<file path="src/design/byte_ring_fifo_with_line_read_assert.svh">
// Assertion macros shared by the byte ring FIFO RTL.
// Depends on nothing; take in with `include inside a module body.
`ifndef BYTE_RING_FIFO_WITH_LINE_READ_ASSERT_SVH
`define BYTE_RING_FIFO_WITH_LINE_READ_ASSERT_SVH

// Same-cycle implication, disabled while reset is asserted
`define BRF_ASSERT_NOW(label, clk, rst_n, ante, cons, msg) \
	label: assert property (@(posedge clk) disable iff (!(rst_n)) (ante) |-> (cons)) \
		else $error(msg);

// Next-cycle implication, disabled while reset is asserted
`define BRF_ASSERT_NEXT(label, clk, rst_n, ante, cons, msg) \
	label: assert property (@(posedge clk) disable iff (!(rst_n)) (ante) |=> (cons)) \
		else $error(msg);

`endif

</file>
<file path="src/design/brf_pkg.sv">
// Shared constants for the byte ring FIFO with line read.
// No dependencies; used by brf_ring_add and the top level.
package brf_pkg;

	localparam int DEPTH      = 1024;
	localparam int PTR_W      = $clog2(DEPTH);
	localparam int CAP_W      = PTR_W + 1;
	localparam int MAX_LINE   = 64;
	localparam int LEN_W      = $clog2(MAX_LINE) + 1;
	localparam int LINE_W     = $clog2(MAX_LINE);
	localparam int CFG_IDX_W  = 1;
	localparam int CFG_DATA_W = CAP_W;
	localparam int DROP_W     = 32;

	localparam logic [CAP_W-1:0] CAP_MIN   = CAP_W'(2);
	localparam logic [CAP_W-1:0] CAP_MAX   = CAP_W'(DEPTH);
	localparam logic [LEN_W-1:0] LEN_MIN   = LEN_W'(2);
	localparam logic [LEN_W-1:0] LEN_MAX   = LEN_W'(MAX_LINE);
	localparam logic [7:0]       NEWLINE   = 8'h0A;

	// Register indexes
	localparam logic [CFG_IDX_W-1:0] REG_CAPACITY = 1'b0;
	localparam logic [CFG_IDX_W-1:0] REG_MAX_LINE = 1'b1;

	// Action codes
	localparam logic [2:0] ACT_PUSH      = 3'd0;
	localparam logic [2:0] ACT_POP       = 3'd1;
	localparam logic [2:0] ACT_PEEK      = 3'd2;
	localparam logic [2:0] ACT_DISCARD   = 3'd3;
	localparam logic [2:0] ACT_CLEAR     = 3'd4;
	localparam logic [2:0] ACT_READ_LINE = 3'd5;

	// Status codes
	localparam logic [2:0] STS_OK      = 3'd0;
	localparam logic [2:0] STS_FULL    = 3'd1;
	localparam logic [2:0] STS_EMPTY   = 3'd2;
	localparam logic [2:0] STS_NO_LINE = 3'd3;
	localparam logic [2:0] STS_TOO_LONG = 3'd4;

endpackage

</file>
<file path="src/design/brf_ring_add.sv">
// Shared ring-pointer adder: base plus offset, wrapped at the capacity in use.
// Depends on brf_pkg; the sum wraps correctly only while both operands stay below the capacity.
module brf_ring_add (
	input  logic [brf_pkg::PTR_W-1:0] base,
	input  logic [brf_pkg::PTR_W-1:0] offs,
	input  logic [brf_pkg::CAP_W-1:0] cap,
	output logic [brf_pkg::PTR_W-1:0] sum
);

	logic [brf_pkg::CAP_W-1:0] raw;
	logic [brf_pkg::CAP_W-1:0] wrapped;

	// Add, then subtract the capacity once if the sum reaches or passes it
	always_comb begin
		raw     = {1'b0, base} + {1'b0, offs};
		wrapped = (raw >= cap) ? (raw - cap) : raw;
		sum     = wrapped[brf_pkg::PTR_W-1:0];
	end

endmodule

</file>
<file path="config.mk">
export PLATFORM = sky130hd
export DESIGN_NAME = brf_ring_add
export DESIGN_NICKNAME = d
export VERILOG_FILES = /design/src/design/byte_ring_fifo_with_line_read_assert.svh /design/src/design/brf_pkg.sv /design/src/design/brf_ring_add.sv
export SDC_FILE = /design/constraint.sdc
export NUM_CORES = 1
export LEC_CHECK = 0
export BUFFER_PORTS_ARGS = -buffer_cell sky130_fd_sc_hd__clkbuf_2
export CAP_MARGIN = 10
export CORE_MARGIN = 4
export CORE_UTILIZATION = 30
export DETAILED_ROUTE_END_ITERATION = 10
export PLACE_DENSITY = 0.59
export SYNTH_ARGS = -nofsm -noshare
export SYNTH_HDL_FRONTEND = slang
export SYNTH_SLANG_ARGS = --single-unit
</file>
<file path="constraint.sdc">
create_clock -name vclk -period 3.6
set_input_delay 0.18 -clock vclk [all_inputs]
set_output_delay 0.18 -clock vclk [all_outputs]
set_load 0.01 [all_outputs]
</file>
==> summary.md, run 1 <==
| Metric | Value |
|---|---|
| Crit Path Max Fanout | `5` |
| Drt first pass iters | `4` |
| Top Ports | `41` |
| Library cells used by synthesis | `35` |
| # clk buffers | `0` |
| DR iter-0 viols | `15` |
| Pleak | `0.724 nW` |
| Power density over the cells | `357 nW/um2` |
| Antenna violations before repair | `0` |
| Slew headroom | `0.705` |
| DRC violations left | `0` |
| Post-route antenna net violation count | `0` |
| Vias | `1111` |
| Worst Setup End Kind | `output port` |
| Status | `completed` |
| Endpoint, Worst Hold | `sum[0]` |
| First-pass GRT wire length | `4170 um` |
| Fmax | `~290 MHz` |
| Gpl congestion | `just under 0.9` |
| Crit share post-route | `0.965` |
| Hold_ws | `0.792 ns` |
| Final setup viols | `0` |
| Diode count | `0` |
| Worst path cell trace | `clkbuf_2 > ha_1 > inv_1 > fa_2 > nor2b_1 > o311a_1 > o21a_1 > nor2_2 > xnor2_1 > ha_2 > a21oi_2 > nand2_1 > o2111ai_4 > a41oi_4 > mux2_4 > clkbuf_2` |
| Syn Area/Cell | `about 7.6 um2` |
| Hold_buf cts | `0` |
| Startpoint Class | `input pin` |
| FP Rows | `20` |
| WL/cell | `~12 um` |
| Synth-to-Final Area Change | `39.1%` |
| Nets | `roughly 240` |
| Ys Warns | `0` |
| Die Area | `4390 um2` |
| Minimum clock period | `3.47 ns` |
| Critical-path top delay cell | `ha_2` |
| Hold path cells | `4` |
| Max Slew Vio Count | `0` |
| Max Cap Viol | `0` |
| PortBufs | `41` |
| Initial Utilization | `0.323` |
| Core footprint | `3150 um2` |
| Max VDD drop | `between 0.1 and 0.15 mV` |
| Register Area | `0 um2` |
| Post-layout util | `0.449` |
| HPWL after DPL | `~2200 um` |
| Most frequent CP cell | `clkbuf_2` |
| Delay-heaviest family, CP | `compound AO/OA/AOI/OAI gates` |
| Pin count of the biggest net entering global routing | `10` |
| Syn nets | `188` |
| Slowest stage delay, CP | `approximately 0.37 ns` |
| Vias/cell | `4.94` |
| Overall Global Routing Usage | `0.113` |
| Final hold viol count | `0` |
| Worst Path Buf+Inv | `3` |
| Crit path required time | `about 3.4 ns` |
| Global route overflow | `0` |
| Vias in the first global route | `1020` |
| Crit path arrival time | `3.29 ns` |
| FF+latch count | `0` |
| Slew @ Worst Pin | `0.442 ns` |
| Routed WL | `2670 um` |
| Synth Instances | `134` |
| Die W | `~66 um` |
| Die Y | `66.3 um` |
| Sequential area share after synthesis | `0` |
| Hold path start | `cap[0]` |
| Netlist Area Pre-Place | `around 1000 um2` |
| HP Class | `input pin to output port` |
| Proportion of layout cells with a drive suffix above 1 | `0.370` |
| Kind of critical path | `input pin to output port` |
[what timing repair did]
action | 4_1_cts | 5_1_grt
setup endpoints to repair | 3 | 10
pin swaps | 1 | 6
gates cloned | 0 | 1
setup buffers | 2 | 2
resized for setup | 1 | 17
[layer usage]
| metal | share of wire | up-vias | wire length [um] | track usage |
|---|---|---|---|---|
| li1 | - | 587 | - | - |
| met1 | 0.47 | 505 | 1260 | 0.157 |
| met2 | 0.50 | 19 | 1330 | 0.204 |
| met3 | 0.029 | 0 | 77 | 0.00340 |
| met4 | 0 | 0 | 0 | 0 |
| met5 | 0 | - | 0 | 0 |
[metrics by stage]
| step | setup slack, ns | setup TNS [ns] | cell area, um2 | power [mW] | std cells |
|---|---|---|---|---|---|
| 3_5_place_dp | 0.00266 | 0 | 1280 | 0.429 | 220 |
| 2_1_floorplan | 0.498 | 0 | 1020 | 0.318 | 134 |
| 6_report | 0.128 | 0 | 1420 | 0.505 | 225 |
| 4_1_cts | 0.00726 | 0 | 1300 | 0.443 | 222 |
| 5_1_grt | -0.0877 | -0.595 | 1420 | 0.560 | 225 |
| 3_3_place_gp | 0.0569 | 0 | 1280 | 0.424 | 220 |
[cell families after synthesis]
logic type,after synthesis,share of synthesized area
xor gates and xnor gates,14,0.120
AOI/OAI and AO/OA,40,0.268
and+or+nand+nor,34,0.178
adders and majority gates,23,0.297
muxes,5,0.0627
buffers and inverters,18,0.0737
[synthesized netlist by cell type]
library cell	n	share of area
o21a_1	2	0.015
a211oi_1	2	0.015
inv_1	17	0.063
o21ai_0	6	0.029
nor4_1	1	0.0061
mux2_4	2	0.029
a41oi_4	1	0.027
o21bai_1	1	0.0074
xnor2_1	11	0.095
o2111ai_1	1	0.0086
o32ai_1	1	0.0086
nand2_1	6	0.022
fa_1	2	0.039
nand2b_1	4	0.025
buf_6	1	0.011
a21o_2	1	0.0086
nor2_1	8	0.029
and3_1	2	0.012
a311oi_1	1	0.0086
nor2b_1	3	0.018
nand3_1	4	0.020
or2_2	1	0.0061
o22ai_1	1	0.0061
or3_4	1	0.011
o311a_1	1	0.0098
o22a_1	1	0.0086
o211ai_1	1	0.0074
and4b_1	1	0.0098
ha_1	21	0.26
nand4_1	1	0.0061
mux2_2	3	0.033
xor2_1	3	0.026
a21o_1	4	0.029
or3_1	2	0.012
a21oi_1	16	0.079
[placed cells by master (no fill, tap or decap), drive strengths merged]
cell type / instances
nor4: 1
o2111ai: 1
nor2b: 3
o21bai: 1
ha: 21
nand4: 1
xnor2: 11
a211oi: 2
or2: 1
fa: 2
nand2: 6
o32ai: 1
xor2: 3
buf: 6
o21ai: 6
nand3: 4
and4b: 1
or3: 3
a41oi: 2
mux2: 5
o21a: 2
o22ai: 1
inv: 17
a311oi: 1
o22a: 1
nor2: 8
o211ai: 1
clkbuf: 41
a21oi: 16
o311a: 1
and3: 2
a21o: 5
nand2b: 4
[power by group]
group	total (mW)	leakage, nW	switching, mW	internal [mW]
clock network	0	0	0	0
logic	0.505	0.724	0.256	0.249
registers	0	0	0	0
[cell type report]
type | count | area, um2
inverter | 17 | 63.8
fill | 344 | 1740
timing repair buffer | 47 | 258
multi-input combinational | 117 | 1040
tap | 44 | 55.1
[how the worst max path moves through the flow]
stage                     depth (start not counted)  slack [ns]     end    start
after global placement                           15        0.06  sum[5]  base[0]
after CTS                                        15       0.007  sum[3]  offs[0]
after global routing                             17       -0.09  sum[0]  offs[0]
after detailed placement                         15       0.003  sum[3]  base[0]
after floorplan                                  12        0.50  sum[6]  base[1]
final                                            16        0.13  sum[5]  offs[0]
(Power assumes the default switching activity.)
==> run 2, diff against run 1 <==
--- a/config.mk
+++ b/config.mk
@@ -10,7 +10,7 @@
 export CORE_MARGIN = 4
 export CORE_UTILIZATION = 30
 export DETAILED_ROUTE_END_ITERATION = 10
-export PLACE_DENSITY = 0.59
+export PLACE_DENSITY = 0.61
 export SYNTH_ARGS = -nofsm -noshare
 export SYNTH_HDL_FRONTEND = slang
 export SYNTH_SLANG_ARGS = --single-unit
==> constraint.sdc (replaced) <==
create_clock -name vclk -period 3
set_input_delay 0.15 -clock vclk [all_inputs]
set_output_delay 0.15 -clock vclk [all_outputs]
set_load 0.01 [all_outputs]
==> run 2 against run 1 <==
Against the previous run: the flow now finishes with violations (setup timing); critical path depth is the same; setup slack lost 0.37 ns; non-clock buffer count grew 30; largest power group unchanged; highest routed layer is now met4.
==> summary.md, run 2 (synthesis results as in run 1) <==
| Metric | Value |
|---|---|
| Diode count | `0 (unchanged)` |
| # clk buffers | `0 (unchanged)` |
| DRC violations left | `0 (unchanged)` |
| Vias | `1203 (+8.3%)` |
| Post-route antenna net violation count | `0 (unchanged)` |
| Most frequent cells in the layout | `buf_4 (34), clkbuf_2 (31), ha_1 (17)` |
| Most common cell after layout, fill and taps aside | `buf_4` |
| RSZ-0062 raised after global routing | `true` |
| DR iter-0 viols | `29 (+14)` |
| HPWL after DPL | `2530 um (+15%)` |
| Vias in the first global route | `1220 (+20%)` |
| Die W | `66.3 um (unchanged)` |
| Top Ports | `41 (unchanged)` |
| Hold_buf cts | `0 (unchanged)` |
| Pwr Total | `0.762 mW (+51%)` |
| Vias/cell | `4.74 (-4.1%)` |
| Crit path required time | `2.85 ns (-0.57 ns)` |
| Drt first pass iters | `4 (unchanged)` |
| Final setup viols | `10 (+10)` |
| Status | `finished, violations left` |
| Layer with the highest usage | `met2` |
| Minimum clock period | `3.25 ns` |
| Synth-to-Final Area Change | `71.0%` |
| Filler cells | `323 (-6.1%)` |
| Crit share post-route | `1.08` |
| Die Y | `66.3 um (unchanged)` |
| DP Worst Slack | `-0.403 ns (-0.406 ns)` |
| Register Area | `0 um2 (unchanged)` |
| Initial Utilization | `0.323 (unchanged)` |
| Global route overflow | `0 (unchanged)` |
| Die Area | `4390 um2 (unchanged)` |
| Power density over the cells | `438 nW/um2 (+23%)` |
| Nets | `266 (+12%)` |
| Setup Total Neg Slack | `-2.15 ns (-2.15 ns)` |
| Max Cap Viol | `0 (unchanged)` |
| Slew @ Worst Pin | `0.368 ns (-0.0732 ns)` |
| WL/cell | `11.6 um (-2.1%)` |
| Antenna violations before repair | `0 (unchanged)` |
| FP Rows | `20 (unchanged)` |
| Gpl congestion | `0.806 (-7.1%)` |
| Crit path arrival time | `3.10 ns (-0.19 ns)` |
| Pleak | `0.898 nW (+24%)` |
| Crit Path Max Fanout | `8 (+3)` |
| Proportion of layout cells with a drive suffix above 1 | `0.510 (+0.139)` |
| Overall Global Routing Usage | `0.132 (+0.0186)` |
| First-pass GRT wire length | `4770 um (+14%)` |
| Final hold viol count | `0 (unchanged)` |
| Met2 Usage GRT | `0.264 (+0.0595)` |
| Max VDD drop | `0.133 mV (+9.0%)` |
| Kind of critical path | `input pin to output port` |
| Slew headroom | `0.754 (+0.0499)` |
| Routed WL | `2950 um (+11%)` |
| Violated checks | `setup timing` |
| Fmax | `308 MHz` |
| HP Class | `input pin to output port` |
| FF+latch count | `0 (unchanged)` |
| GRT met1 Usage | `0.150 (-0.00688)` |
| Post-route setup slack | `-0.246 ns (-0.374 ns)` |
| Core footprint | `3150 um2 (unchanged)` |
| Max Slew Vio Count | `0 (unchanged)` |
| Startpoint Class | `input pin` |
| Worst Setup End Kind | `output port` |
| Pin count of the biggest net entering global routing | `9 (-1)` |
| PortBufs | `41 (unchanged)` |
| Met3 usage | `0.0136 (+0.0102)` |
==> run 2: changes by cell type in the layout (fill, tap and decap cells not counted), sizes merged <==
cell | before | now
a41oi | 2 | 1
clkbuf | 41 | 31
buf | 6 | 46
==> run 2: where the power goes <==
part           internal (mW)  switching, mW  total, mW
combinational          0.430          0.332      0.762
clock                      0              0          0
sequential                 0              0          0
==> run 2: final cells by class <==
cell class / instances / area [um2] / area share
Multi-Input combinational cell: 116 / 1080 / 0.621
Timing Repair Buffer: 77 / 541 / 0.310
Inverter: 17 / 63.8 / 0.0366
Tap cell: 44 / 55.1 / 0.0316
==> run 2: per-layer routing <==
layer / wire, um / part of all wire
met1: 1240 / 0.42
met2: 1570 / 0.53
met3: 108 / 0.037
met4: 28 / 0.0095
met5: 0 / 0
==> run 2: worst max-delay path, cell delays in order <==
cell and delay (ns):
buf_8 0.10, ha_4 0.15, inv_2 0.04, fa_2 0.19, nor2b_2 0.05, o311a_1 0.33, o21a_1 0.21, nor2_2 0.12
xnor2_2 0.08, ha_1 0.35, nand2_2 0.08, or3_4 0.39, a41oi_4 0.24, buf_12 0.17, mux2_4 0.32, buf_8 0.12
==> run 2: final timing paths <==
| path | cells after the start | startpoint | to | slack (ns) |
|---|---|---|---|---|
| worst min-delay path | 4 | cap[0] | sum[0] | 0.76 |
| worst max-delay path | 16 | offs[0] | sum[6] | -0.25 |
==> run 2: stage by stage <==
stage	cell area [um2]	cells	util	hold slack [ns]
5_1_grt	1740	254	0.552	0.804
6_report	1740	254	0.552	0.758
3_5_place_dp	1540	247	0.488	0.735
3_3_place_gp	1540	247	0.488	0.733
4_1_cts	1660	251	0.526	0.755
2_1_floorplan	1070	134	-	0.514
==> run 2: timing repair <==
item / in CTS / in global routing
buffers inserted: 4 / 3
pin swaps: 17 / 5
setup endpoints to repair: 10 / 10
resized for setup: 13 / 21
